[src/rtl/core/ircfd_pkg.sv]
`default_nettype none

package ircfd_pkg;

    // Frame layout
    localparam int unsigned FRAME_LEN   = 12;
    localparam int unsigned SUM_LAST    = 10;
    localparam int unsigned CSUM_POS    = 11;
    localparam int unsigned FIFO_DEPTH  = 2;

    // Byte positions that carry fields
    localparam logic [3:0] POS_HEADER = 4'd0;
    localparam logic [3:0] POS_TYPE   = 4'd1;
    localparam logic [3:0] POS_POWER  = 4'd3;
    localparam logic [3:0] POS_MODE   = 4'd4;
    localparam logic [3:0] POS_TEMP   = 4'd5;
    localparam logic [3:0] POS_FAN    = 4'd6;
    localparam logic [3:0] POS_SWING  = 4'd10;
    localparam logic [3:0] POS_CSUM   = 4'd11;
    localparam logic [3:0] COUNT_FULL = 4'd12;

    // Reset values of the configuration registers
    localparam logic [15:0] DEVICE_ADDRESS_RST = 16'hC4D3;
    localparam logic [7:0]  CHECKSUM_BIAS_RST  = 8'hD0;

    // Register indexes on the configuration port
    localparam logic REG_DEVICE_ADDRESS = 1'b0;
    localparam logic REG_CHECKSUM_BIAS  = 1'b1;

    // Frame constants
    localparam logic [7:0] HDR_BYTE    = 8'h64;
    localparam logic [7:0] TYPE_WAKE   = 8'h40;
    localparam logic [7:0] TYPE_DATA   = 8'h80;
    localparam logic [7:0] POWER_BIT   = 8'h20;
    localparam logic [7:0] VSWING_BITS = 8'h0C;
    localparam logic [7:0] HSWING_BIT  = 8'h10;
    localparam logic [7:0] ODD_BIT     = 8'h20;

    // Result status codes
    typedef enum logic [2:0] {
        ST_OK       = 3'd0,
        ST_ADDRESS  = 3'd1,
        ST_SHORT    = 3'd2,
        ST_HEADER   = 3'd3,
        ST_WAKE     = 3'd4,
        ST_UNKNOWN  = 3'd5,
        ST_CHECKSUM = 3'd6,
        ST_BAD_MODE = 3'd7
    } t_status;

    // Mode codes
    localparam logic [2:0] MODE_OFF  = 3'd0;
    localparam logic [2:0] MODE_HEAT = 3'd1;
    localparam logic [2:0] MODE_COOL = 3'd2;
    localparam logic [2:0] MODE_DRY  = 3'd3;
    localparam logic [2:0] MODE_AUTO = 3'd4;
    localparam logic [2:0] MODE_FAN  = 3'd5;

    // Fan codes
    localparam logic [1:0] FAN_AUTO = 2'd0;
    localparam logic [1:0] FAN_LOW  = 2'd1;
    localparam logic [1:0] FAN_MED  = 2'd2;
    localparam logic [1:0] FAN_HIGH = 2'd3;

    typedef struct packed {
        logic [7:0]  data_byte;
        logic        frame_first;
        logic        frame_last;
        logic [15:0] frame_address;
    } t_in_req;

    typedef struct packed {
        logic       accepted;
        logic [2:0] status;
        logic [2:0] mode;
        logic [6:0] target_temp_f;
        logic [1:0] fan_speed;
        logic [1:0] swing;
    } t_out_res;

    typedef struct packed {
        logic [15:0] device_address;
        logic [7:0]  checksum_bias;
    } t_cfg;

    // Everything the back end needs about one finished frame
    typedef struct packed {
        logic       address_ok;
        logic       full;
        logic       checksum_ok;
        logic [7:0] header_byte;
        logic [7:0] type_byte;
        logic [7:0] power_byte;
        logic [7:0] mode_byte;
        logic [7:0] temp_byte;
        logic [7:0] fan_byte;
        logic [7:0] swing_byte;
    } t_frame;

    typedef struct packed {
        logic       valid;
        logic [2:0] code;
    } t_mode_dec;

    // Temperature in degrees F by upper nibble of the temperature byte
    function automatic logic [6:0] temp_lut(input logic [3:0] idx);
        logic [6:0] t;
        case (idx)
            4'h0: t = 7'd88;
            4'h1: t = 7'd73;
            4'h2: t = 7'd81;
            4'h3: t = 7'd66;
            4'h4: t = 7'd84;
            4'h5: t = 7'd70;
            4'h6: t = 7'd77;
            4'h7: t = 7'd63;
            4'h8: t = 7'd86;
            4'h9: t = 7'd72;
            4'hA: t = 7'd79;
            4'hB: t = 7'd64;
            4'hC: t = 7'd82;
            4'hD: t = 7'd68;
            4'hE: t = 7'd75;
            4'hF: t = 7'd61;
            default: t = 7'd61;
        endcase
        return t;
    endfunction

    function automatic t_mode_dec mode_decode(input logic [3:0] nib);
        t_mode_dec d;
        d.valid = 1'b1;
        case (nib)
            4'h8: d.code = MODE_HEAT;
            4'hC: d.code = MODE_COOL;
            4'h4: d.code = MODE_DRY;
            4'h1: d.code = MODE_AUTO;
            4'hE: d.code = MODE_FAN;
            default: begin
                d.valid = 1'b0;
                d.code  = MODE_OFF;
            end
        endcase
        return d;
    endfunction

    function automatic logic [1:0] fan_decode(input logic [3:0] nib);
        logic [1:0] f;
        case (nib) inside
            4'h5, 4'h7: f = FAN_LOW;
            4'h9, 4'hD: f = FAN_MED;
            4'hB:       f = FAN_HIGH;
            default:    f = FAN_AUTO;
        endcase
        return f;
    endfunction

endpackage

`default_nettype wire

[src/rtl/core/ircfd_front.sv]
`default_nettype none

module ircfd_front (
    input  wire                     i_clk,
    input  wire                     i_rst_n,
    input  wire                     i_accept,
    input  ircfd_pkg::t_in_req      i_req,
    input  ircfd_pkg::t_cfg         i_cfg,
    output logic                    o_push,
    output ircfd_pkg::t_frame       o_frame
);

    logic [3:0] r_byte_count, n_byte_count;
    logic [7:0] r_running_sum, n_running_sum;
    logic       r_address_ok, n_address_ok;
    logic       r_checksum_ok, n_checksum_ok;
    logic [7:0] r_header_byte, n_header_byte;
    logic [7:0] r_type_byte, n_type_byte;
    logic [7:0] r_power_byte, n_power_byte;
    logic [7:0] r_mode_byte, n_mode_byte;
    logic [7:0] r_temp_byte, n_temp_byte;
    logic [7:0] r_fan_byte, n_fan_byte;
    logic [7:0] r_swing_byte, n_swing_byte;

    logic [3:0] cnt;
    logic [7:0] sum;
    logic [7:0] exp_csum;

    // Frame-start restart, then field capture by byte position
    always_comb begin
        cnt           = i_req.frame_first ? 4'd0 : r_byte_count;
        sum           = i_req.frame_first ? 8'd0 : r_running_sum;
        n_address_ok  = i_req.frame_first ?
                        (i_req.frame_address == i_cfg.device_address) : r_address_ok;
        n_checksum_ok = i_req.frame_first ? 1'b0 : r_checksum_ok;
        n_byte_count  = cnt;
        n_running_sum = sum;
        n_header_byte = r_header_byte;
        n_type_byte   = r_type_byte;
        n_power_byte  = r_power_byte;
        n_mode_byte   = r_mode_byte;
        n_temp_byte   = r_temp_byte;
        n_fan_byte    = r_fan_byte;
        n_swing_byte  = r_swing_byte;
        exp_csum      = (8'd0 - sum) ^ i_cfg.checksum_bias;

        if (cnt < ircfd_pkg::COUNT_FULL) begin
            if (cnt <= ircfd_pkg::POS_SWING) begin
                n_running_sum = sum + i_req.data_byte;
            end
            case (cnt)
                ircfd_pkg::POS_HEADER: n_header_byte = i_req.data_byte;
                ircfd_pkg::POS_TYPE:   n_type_byte   = i_req.data_byte;
                ircfd_pkg::POS_POWER:  n_power_byte  = i_req.data_byte;
                ircfd_pkg::POS_MODE:   n_mode_byte   = i_req.data_byte;
                ircfd_pkg::POS_TEMP:   n_temp_byte   = i_req.data_byte;
                ircfd_pkg::POS_FAN:    n_fan_byte    = i_req.data_byte;
                ircfd_pkg::POS_SWING:  n_swing_byte  = i_req.data_byte;
                ircfd_pkg::POS_CSUM:   n_checksum_ok = (exp_csum == i_req.data_byte);
                default: ;
            endcase
            n_byte_count = cnt + 4'd1;
        end
    end

    // Control state
    always_ff @(posedge i_clk) begin
        if (!i_rst_n) begin
            r_byte_count  <= 4'd0;
            r_running_sum <= 8'd0;
            r_address_ok  <= 1'b0;
            r_checksum_ok <= 1'b0;
        end else if (i_accept) begin
            r_byte_count  <= n_byte_count;
            r_running_sum <= n_running_sum;
            r_address_ok  <= n_address_ok;
            r_checksum_ok <= n_checksum_ok;
        end
    end

    // Captured field bytes
    always_ff @(posedge i_clk) begin
        if (i_accept) begin
            r_header_byte <= n_header_byte;
            r_type_byte   <= n_type_byte;
            r_power_byte  <= n_power_byte;
            r_mode_byte   <= n_mode_byte;
            r_temp_byte   <= n_temp_byte;
            r_fan_byte    <= n_fan_byte;
            r_swing_byte  <= n_swing_byte;
        end
    end

    // Hand the finished frame to the queue on its last byte
    assign o_push = i_accept && i_req.frame_last;

    always_comb begin
        o_frame.address_ok  = n_address_ok;
        o_frame.full        = (n_byte_count == ircfd_pkg::COUNT_FULL);
        o_frame.checksum_ok = n_checksum_ok;
        o_frame.header_byte = n_header_byte;
        o_frame.type_byte   = n_type_byte;
        o_frame.power_byte  = n_power_byte;
        o_frame.mode_byte   = n_mode_byte;
        o_frame.temp_byte   = n_temp_byte;
        o_frame.fan_byte    = n_fan_byte;
        o_frame.swing_byte  = n_swing_byte;
    end

endmodule

`default_nettype wire

[src/rtl/core/ircfd_fifo.sv]
`default_nettype none

module ircfd_fifo #(
    parameter int unsigned DEPTH = ircfd_pkg::FIFO_DEPTH
) (
    input  wire                     i_clk,
    input  wire                     i_rst_n,
    input  wire                     i_push,
    input  ircfd_pkg::t_frame       i_frame,
    input  wire                     i_pop,
    output logic                    o_full,
    output logic                    o_empty,
    output ircfd_pkg::t_frame       o_frame
);

    localparam int unsigned PTR_W = (DEPTH > 1) ? $clog2(DEPTH) : 1;
    localparam int unsigned CNT_W = $clog2(DEPTH + 1);
    localparam logic [PTR_W-1:0] PTR_LAST = PTR_W'(DEPTH - 1);
    localparam logic [CNT_W-1:0] CNT_FULL = CNT_W'(DEPTH);

    ircfd_pkg::t_frame r_mem [DEPTH];
    logic [PTR_W-1:0]  r_wr_ptr, n_wr_ptr;
    logic [PTR_W-1:0]  r_rd_ptr, n_rd_ptr;
    logic [CNT_W-1:0]  r_count, n_count;

    assign o_full  = (r_count == CNT_FULL);
    assign o_empty = (r_count == '0);
    assign o_frame = r_mem[r_rd_ptr];

    // Pointer wrap and occupancy
    always_comb begin
        n_wr_ptr = r_wr_ptr;
        n_rd_ptr = r_rd_ptr;
        n_count  = r_count;
        if (i_push) begin
            n_wr_ptr = (r_wr_ptr == PTR_LAST) ? '0 : r_wr_ptr + 1'b1;
        end
        if (i_pop) begin
            n_rd_ptr = (r_rd_ptr == PTR_LAST) ? '0 : r_rd_ptr + 1'b1;
        end
        if (i_push && !i_pop) begin
            n_count = r_count + 1'b1;
        end else if (!i_push && i_pop) begin
            n_count = r_count - 1'b1;
        end
    end

    always_ff @(posedge i_clk) begin
        if (!i_rst_n) begin
            r_wr_ptr <= '0;
            r_rd_ptr <= '0;
            r_count  <= '0;
        end else begin
            r_wr_ptr <= n_wr_ptr;
            r_rd_ptr <= n_rd_ptr;
            r_count  <= n_count;
        end
    end

    // Entry storage
    always_ff @(posedge i_clk) begin
        if (i_push) begin
            r_mem[r_wr_ptr] <= i_frame;
        end
    end

endmodule

`default_nettype wire

[src/rtl/core/ircfd_back.sv]
`default_nettype none

module ircfd_back (
    input  wire                     i_clk,
    input  wire                     i_rst_n,
    input  wire                     i_empty,
    input  ircfd_pkg::t_frame       i_frame,
    output logic                    o_pop,
    input  wire                     i_out_stall,
    output logic                    o_out_valid,
    output ircfd_pkg::t_out_res     o_out_res
);

    logic                   r_valid;
    ircfd_pkg::t_out_res    r_res, n_res;
    ircfd_pkg::t_mode_dec   mdec;

    // Checks in priority order, then field decode
    always_comb begin
        mdec  = ircfd_pkg::mode_decode(i_frame.mode_byte[7:4]);
        n_res = '0;
        if (!i_frame.address_ok) begin
            n_res.status = ircfd_pkg::ST_ADDRESS;
        end else if (!i_frame.full) begin
            n_res.status = ircfd_pkg::ST_SHORT;
        end else if (i_frame.header_byte != ircfd_pkg::HDR_BYTE) begin
            n_res.status = ircfd_pkg::ST_HEADER;
        end else if (i_frame.type_byte == ircfd_pkg::TYPE_WAKE) begin
            n_res.status = ircfd_pkg::ST_WAKE;
        end else if (i_frame.type_byte != ircfd_pkg::TYPE_DATA) begin
            n_res.status = ircfd_pkg::ST_UNKNOWN;
        end else if (!i_frame.checksum_ok) begin
            n_res.status = ircfd_pkg::ST_CHECKSUM;
        end else if (!mdec.valid) begin
            n_res.status = ircfd_pkg::ST_BAD_MODE;
        end else begin
            n_res.accepted = 1'b1;
            n_res.status   = ircfd_pkg::ST_OK;
            // power bit clear forces off
            n_res.mode     = |(i_frame.power_byte & ircfd_pkg::POWER_BIT) ?
                             mdec.code : ircfd_pkg::MODE_OFF;
            n_res.target_temp_f = ircfd_pkg::temp_lut(i_frame.temp_byte[7:4])
                                + {6'd0, |(i_frame.swing_byte & ircfd_pkg::ODD_BIT)};
            n_res.fan_speed = ircfd_pkg::fan_decode(i_frame.fan_byte[7:4]);
            n_res.swing     = {|(i_frame.swing_byte & ircfd_pkg::HSWING_BIT),
                               |(i_frame.fan_byte & ircfd_pkg::VSWING_BITS)};
        end
    end

    // Output register: load when empty or being taken
    assign o_pop = !i_empty && (!r_valid || !i_out_stall);

    always_ff @(posedge i_clk) begin
        if (!i_rst_n) begin
            r_valid <= 1'b0;
        end else if (o_pop) begin
            r_valid <= 1'b1;
        end else if (!i_out_stall) begin
            r_valid <= 1'b0;
        end
    end

    always_ff @(posedge i_clk) begin
        if (o_pop) begin
            r_res <= n_res;
        end
    end

    assign o_out_valid = r_valid;
    assign o_out_res   = r_res;

endmodule

`default_nettype wire

[src/rtl/core/ir_climate_frame_decoder_core.sv]
`default_nettype none

// Infrared climate frame decoder. Takes one demodulated frame byte per request
// with the frame address, and on the byte marked last gives one result: a status
// code and, for an accepted frame, mode, target temperature in degrees F, fan speed
// and swing. One byte is accepted every clock while input stall is low; the front
// end folds each byte into the running sum and field registers in that cycle, and
// the finished frame passes through a small queue to the decode stage, whose
// output register loads at the earliest at the clock edge after the one that
// accepts the last byte. Input stall rises only when that queue is full because
// results are held back downstream. Registers: device address at byte address 0,
// checksum bias at byte address 4; write them only while idle.
module ir_climate_frame_decoder_core #(
    parameter int unsigned FIFO_DEPTH = ircfd_pkg::FIFO_DEPTH
) (
    input  wire                     i_clk,
    input  wire                     i_rst_n,
    // input requests
    input  wire                     i_in_valid,
    output logic                    o_in_stall,
    input  ircfd_pkg::t_in_req      i_in_req,
    // results
    output logic                    o_out_valid,
    input  wire                     i_out_stall,
    output ircfd_pkg::t_out_res     o_out_res,
    // configuration port
    input  wire                     psel,
    input  wire                     penable,
    input  wire                     pwrite,
    input  wire  [2:0]              paddr,
    input  wire  [31:0]             pwdata,
    output logic [31:0]             prdata,
    output logic                    pready
);

    ircfd_pkg::t_cfg    r_cfg;
    ircfd_pkg::t_frame  front_frame;
    ircfd_pkg::t_frame  fifo_frame;
    logic               in_accept;
    logic               push;
    logic               pop;
    logic               fifo_full;
    logic               fifo_empty;

    // Configuration registers
    always_ff @(posedge i_clk) begin
        if (!i_rst_n) begin
            r_cfg.device_address <= ircfd_pkg::DEVICE_ADDRESS_RST;
            r_cfg.checksum_bias  <= ircfd_pkg::CHECKSUM_BIAS_RST;
        end else if (psel && penable && pwrite) begin
            case (paddr[2])
                ircfd_pkg::REG_DEVICE_ADDRESS: r_cfg.device_address <= pwdata[15:0];
                ircfd_pkg::REG_CHECKSUM_BIAS:  r_cfg.checksum_bias  <= pwdata[7:0];
                default: ;
            endcase
        end
    end

    assign pready = 1'b1;
    assign prdata = (paddr[2] == ircfd_pkg::REG_CHECKSUM_BIAS) ?
                    {24'd0, r_cfg.checksum_bias} : {16'd0, r_cfg.device_address};

    assign o_in_stall = fifo_full;
    assign in_accept  = i_in_valid && !o_in_stall;

    ircfd_front u_front (
        .i_clk    (i_clk),
        .i_rst_n  (i_rst_n),
        .i_accept (in_accept),
        .i_req    (i_in_req),
        .i_cfg    (r_cfg),
        .o_push   (push),
        .o_frame  (front_frame)
    );

    ircfd_fifo #(
        .DEPTH (FIFO_DEPTH)
    ) u_fifo (
        .i_clk   (i_clk),
        .i_rst_n (i_rst_n),
        .i_push  (push),
        .i_frame (front_frame),
        .i_pop   (pop),
        .o_full  (fifo_full),
        .o_empty (fifo_empty),
        .o_frame (fifo_frame)
    );

    ircfd_back u_back (
        .i_clk       (i_clk),
        .i_rst_n     (i_rst_n),
        .i_empty     (fifo_empty),
        .i_frame     (fifo_frame),
        .o_pop       (pop),
        .i_out_stall (i_out_stall),
        .o_out_valid (o_out_valid),
        .o_out_res   (o_out_res)
    );

endmodule

`default_nettype wire

[config.mk]
export PLATFORM = sky130hd
export DESIGN_NAME = ir_climate_frame_decoder_core
export DESIGN_NICKNAME = d
export VERILOG_FILES = /design/src/rtl/core/ircfd_pkg.sv /design/src/rtl/core/ircfd_front.sv /design/src/rtl/core/ircfd_fifo.sv /design/src/rtl/core/ircfd_back.sv /design/src/rtl/core/ir_climate_frame_decoder_core.sv
export SDC_FILE = /design/constraint.sdc
export NUM_CORES = 1
export LEC_CHECK = 0
export BUFFER_PORTS_ARGS = -buffer_cell sky130_fd_sc_hd__buf_4
export CAP_MARGIN = 20
export CORE_UTILIZATION = 60
export CTS_BUF_LIST = sky130_fd_sc_hd__clkbuf_4
export CTS_CLUSTER_DIAMETER = 120
export DETAILED_ROUTE_END_ITERATION = 8
export MAX_ROUTING_LAYER = met4
export PLACE_DENSITY = 0.81
export SYNTH_ARGS = -nofsm -noshare
export SYNTH_HDL_FRONTEND = slang
export SYNTH_SLANG_ARGS = --single-unit
export TNS_END_PERCENT = 100
[constraint.sdc]
create_clock -name i_clk -period 9.4 [get_ports i_clk]
set_input_delay 0.47 -clock i_clk [delete_from_list [all_inputs] [get_ports i_clk]]
set_output_delay 0.47 -clock i_clk [all_outputs]
set_load 0.05 [all_outputs]
==> qor.yml <==
final_layout:
  drive_gt1_frac: 0.235
  fin_nets: 834
  areaGrowthSynthToFinish_pct: 12.9
  n_fill_cell: 956
  antennaDiodeCount: 0
  final_util: 0.698
  fin_cells: 934
  fin_area_um2: 8880
floorplanning:
  io_pins: 121
  initial_core_util: 0.618
  rows: 41
  die_x_um: 116
  die_area_um2: 13600
  die_h_um: 116
  coreArea_um2: 12700
power_and_ir_drop:
  p_per_area_nw_per_um2: 225
  p_leak_nw: 3.30
  ir_drop_uv: 95.4
  total_power_mw: 2.00
min_path:
  hold_path.class: "in -> reg"
synth:
  syn_area_um2: 7870
  synth-edff-count: 123
  synth-seq-cells: 167
  ys_warn_count: 0
  synth_cell_types: 64
  syn_area_per_cell_um2: 11.9
  seq_area_frac_synth: 0.582
  syn_inst: 662
  yosys_most_used_dff: "edfxtp_1"
  async_reset_ff_frac: 0
clock_network:
  clk_path_buf_depth: 2
  clock_latency_ns: 0.56
  htree_levels: 4
  cts_buffers: 17
  cts_num_sinks: 167
  post_cts_buffers: 0
  ctsHoldBuffers: 0
  clockRootBuffer: "clkbuf_4"
  cts-resized-gates: 0
  cts_tree: "built"
  path_clk_slew_ns: 0.13
timing:
  setup-tns-final_ns: 0
  hold_viol: 0
  maxSlewViolCount: 0
  relSlewSlack: 0.300
  worstMarginPinSlew_ns: 1.05
  setup_violations: 0
  min_period_over_period: 0.303
  fmax_mhz: 351
  rsz0062_at_grt: "false"
  skew_ns: 0.0182
  min_period_ns: 2.85
setup_path:
  worstPathMaxFanout: 28
  crit_arrival_ns: 3.27
  path_class: "reg -> reg"
  cp-start-kind: "flip-flop"
  end_kind: "flip-flop"
  worstPathRequired_ns: 9.82
global_routing:
  grt_pass1_wl_mm: 25.0
  grt_pass1_vias: 5195
  antenna_found_initial: 0
  grt_use_met1: 0.314
  use_met2: 0.417
  use_met3: 0.0607
  grt_max_degree: 40
  grt_usage: 0.257
  grt.busiest_layer: "met2"
  grt_overflow: 0
place:
  place_area_um2: 8600
  dp_cells: 902
  dp_hpwl_mm: 11.0
  portBuffers: 85
  gp_congestion: 0.902
routing:
  drc: 0
  totalWireLength_mm: 15.7
  drt_iter0_markers: 350
  antenna_left: 0
  wire_per_inst_um: 16.8
  firstDrtPassIters: 7
  viasPerCell: 5.68
  vias: 5301
job:
  drv_cap: 0
run_status:
  status: "completed"
[cells in the mapped netlist (3+ instances only)]
master    instances  area [um2]
a211oi_1          4        30.0
a21oi_1          27         135
a31oi_1           6        37.5
and2_1            5        31.3
buf_1             4        15.0
buf_2             3        15.0
buf_4            17         128
clkbuf_1         12        45.0
dfxtp_1          44         881
edfxtp_1        123        3690
ha_1             17         213
inv_1            16        60.1
mux2_2           49         552
mux2i_1          18         180
nand2_1          86         323
nand2b_1          6        37.5
nand3_1          24         120
nand3b_1          3        22.5
nand4_1           9        56.3
nor2_1           41         154
nor2b_1          16         100
nor3_1           10        50.1
nor4_1            4        25.0
nor4b_1           4        35.0
o21ai_0          15        75.1
o22ai_1           3        18.8
or3_1             4        25.0
or4_1             3        22.5
xnor2_1          36         315
xor2_1           10        87.6
[worst max-delay path: stages (launching register included)]
cell	delay (ns)
dfxtp_1	0.33
buf_4	0.36
mux2i_1	0.46
maj3_1	0.29
a21oi_2	0.08
or4b_1	0.72
or2_1	0.36
nor2_1	0.11
[stage by stage]
stage / setup slack (ns) / hold WS, ns
CTS: 6.54 / 0.0648
floorplan: 6.05 / 0.446
global placement: 6.57 / 0.464
detailed placement: 6.47 / 0.475
finish: 6.55 / 0.119
global route: 6.43 / 0.0675
[sequential cells by signal (all words and copies together), names as in the netlist, 2 cells and up, named ones only]
register,count
u_front.r_temp_byte,4
u_fifo.r_mem,72
r_cfg,24
u_front.r_swing_byte,2
u_back.o_out_res,18
u_fifo.r_count,2
u_front.r_fan_byte,6
u_front.r_type_byte,8
u_front.r_mode_byte,4
u_front.r_byte_count,4
u_front.r_running_sum,8
u_front.r_header_byte,8
[per-layer routing]
metal	vias to the layer above	wire length, um
met4	0	295
li1	2531	-
met2	155	8100
met3	33	764
met5	-	0
met1	2582	6540
[worst paths after layout]
| check | from | endpoint | slack [ns] | cells after the start |
|---|---|---|---|---|
| worst min register to register | u_back.o_out_valid | u_back.o_out_valid | 0.49 | 2 |
| worst max register to register | flip-flop | u_back.o_out_res[11] | 6.55 | 7 |
| worst min-delay path | pwdata[10] | r_cfg[18] | 0.12 | 3 |
| worst max-delay path | flip-flop | u_back.o_out_res[11] | 6.55 | 7 |
[final cells by class]
cell class                      count  area, um2  share of cell area
Clock buffer                       18        135              0.0152
Clock inverter                     14        148              0.0166
Inverter                           19       71.3             0.00803
Multi-Input combinational cell    454       3060               0.345
Sequential cell                   167       4570               0.515
Timing Repair Buffer               90        676              0.0761
Tap cell                          172        215              0.0242
[layout by cell type, fill, tap and decap left out, types with 4 or more instances in the layout]
master and count:
nor3_1 10, mux2_2 49, a21oi_1 27, mux2i_1 18, xor2_1 10, nand2b_1 6, dfxtp_1 44, nor4_1 4
nand3_1 24, buf_4 90, ha_1 17, nor2b_1 16, nand2_1 86, a211oi_1 4, clkbuf_4 18, nor2_1 40
xnor2_1 36, or3_1 4, conb_1 17, nor4b_1 4, inv_6 4, a31oi_1 6, and2_1 5, o21ai_0 15
inv_1 16, edfxtp_1 123, nand4_1 9
[power breakdown]
part / internal, mW / switching [mW]
Combinational: 0.208 / 0.390
Clock: 0.162 / 0.255
Sequential: 0.940 / 0.0438
[cell families (layout without fill, tap and decap cells)]
kind of cell	after synthesis	after routing	share of synthesized area
xor gates and xnor gates	47	47	0.0541
muxes	69	69	0.0967
AOI/OAI and AO/OA	76	76	0.0606
DFF	167	167	0.582
other	2	17	0.000955
buffers and inverters	56	141	0.0363
and+or+nand+nor	227	227	0.141
adders and majority gates	18	18	0.0283
Note: power is estimated with default switching activity, not from simulation.
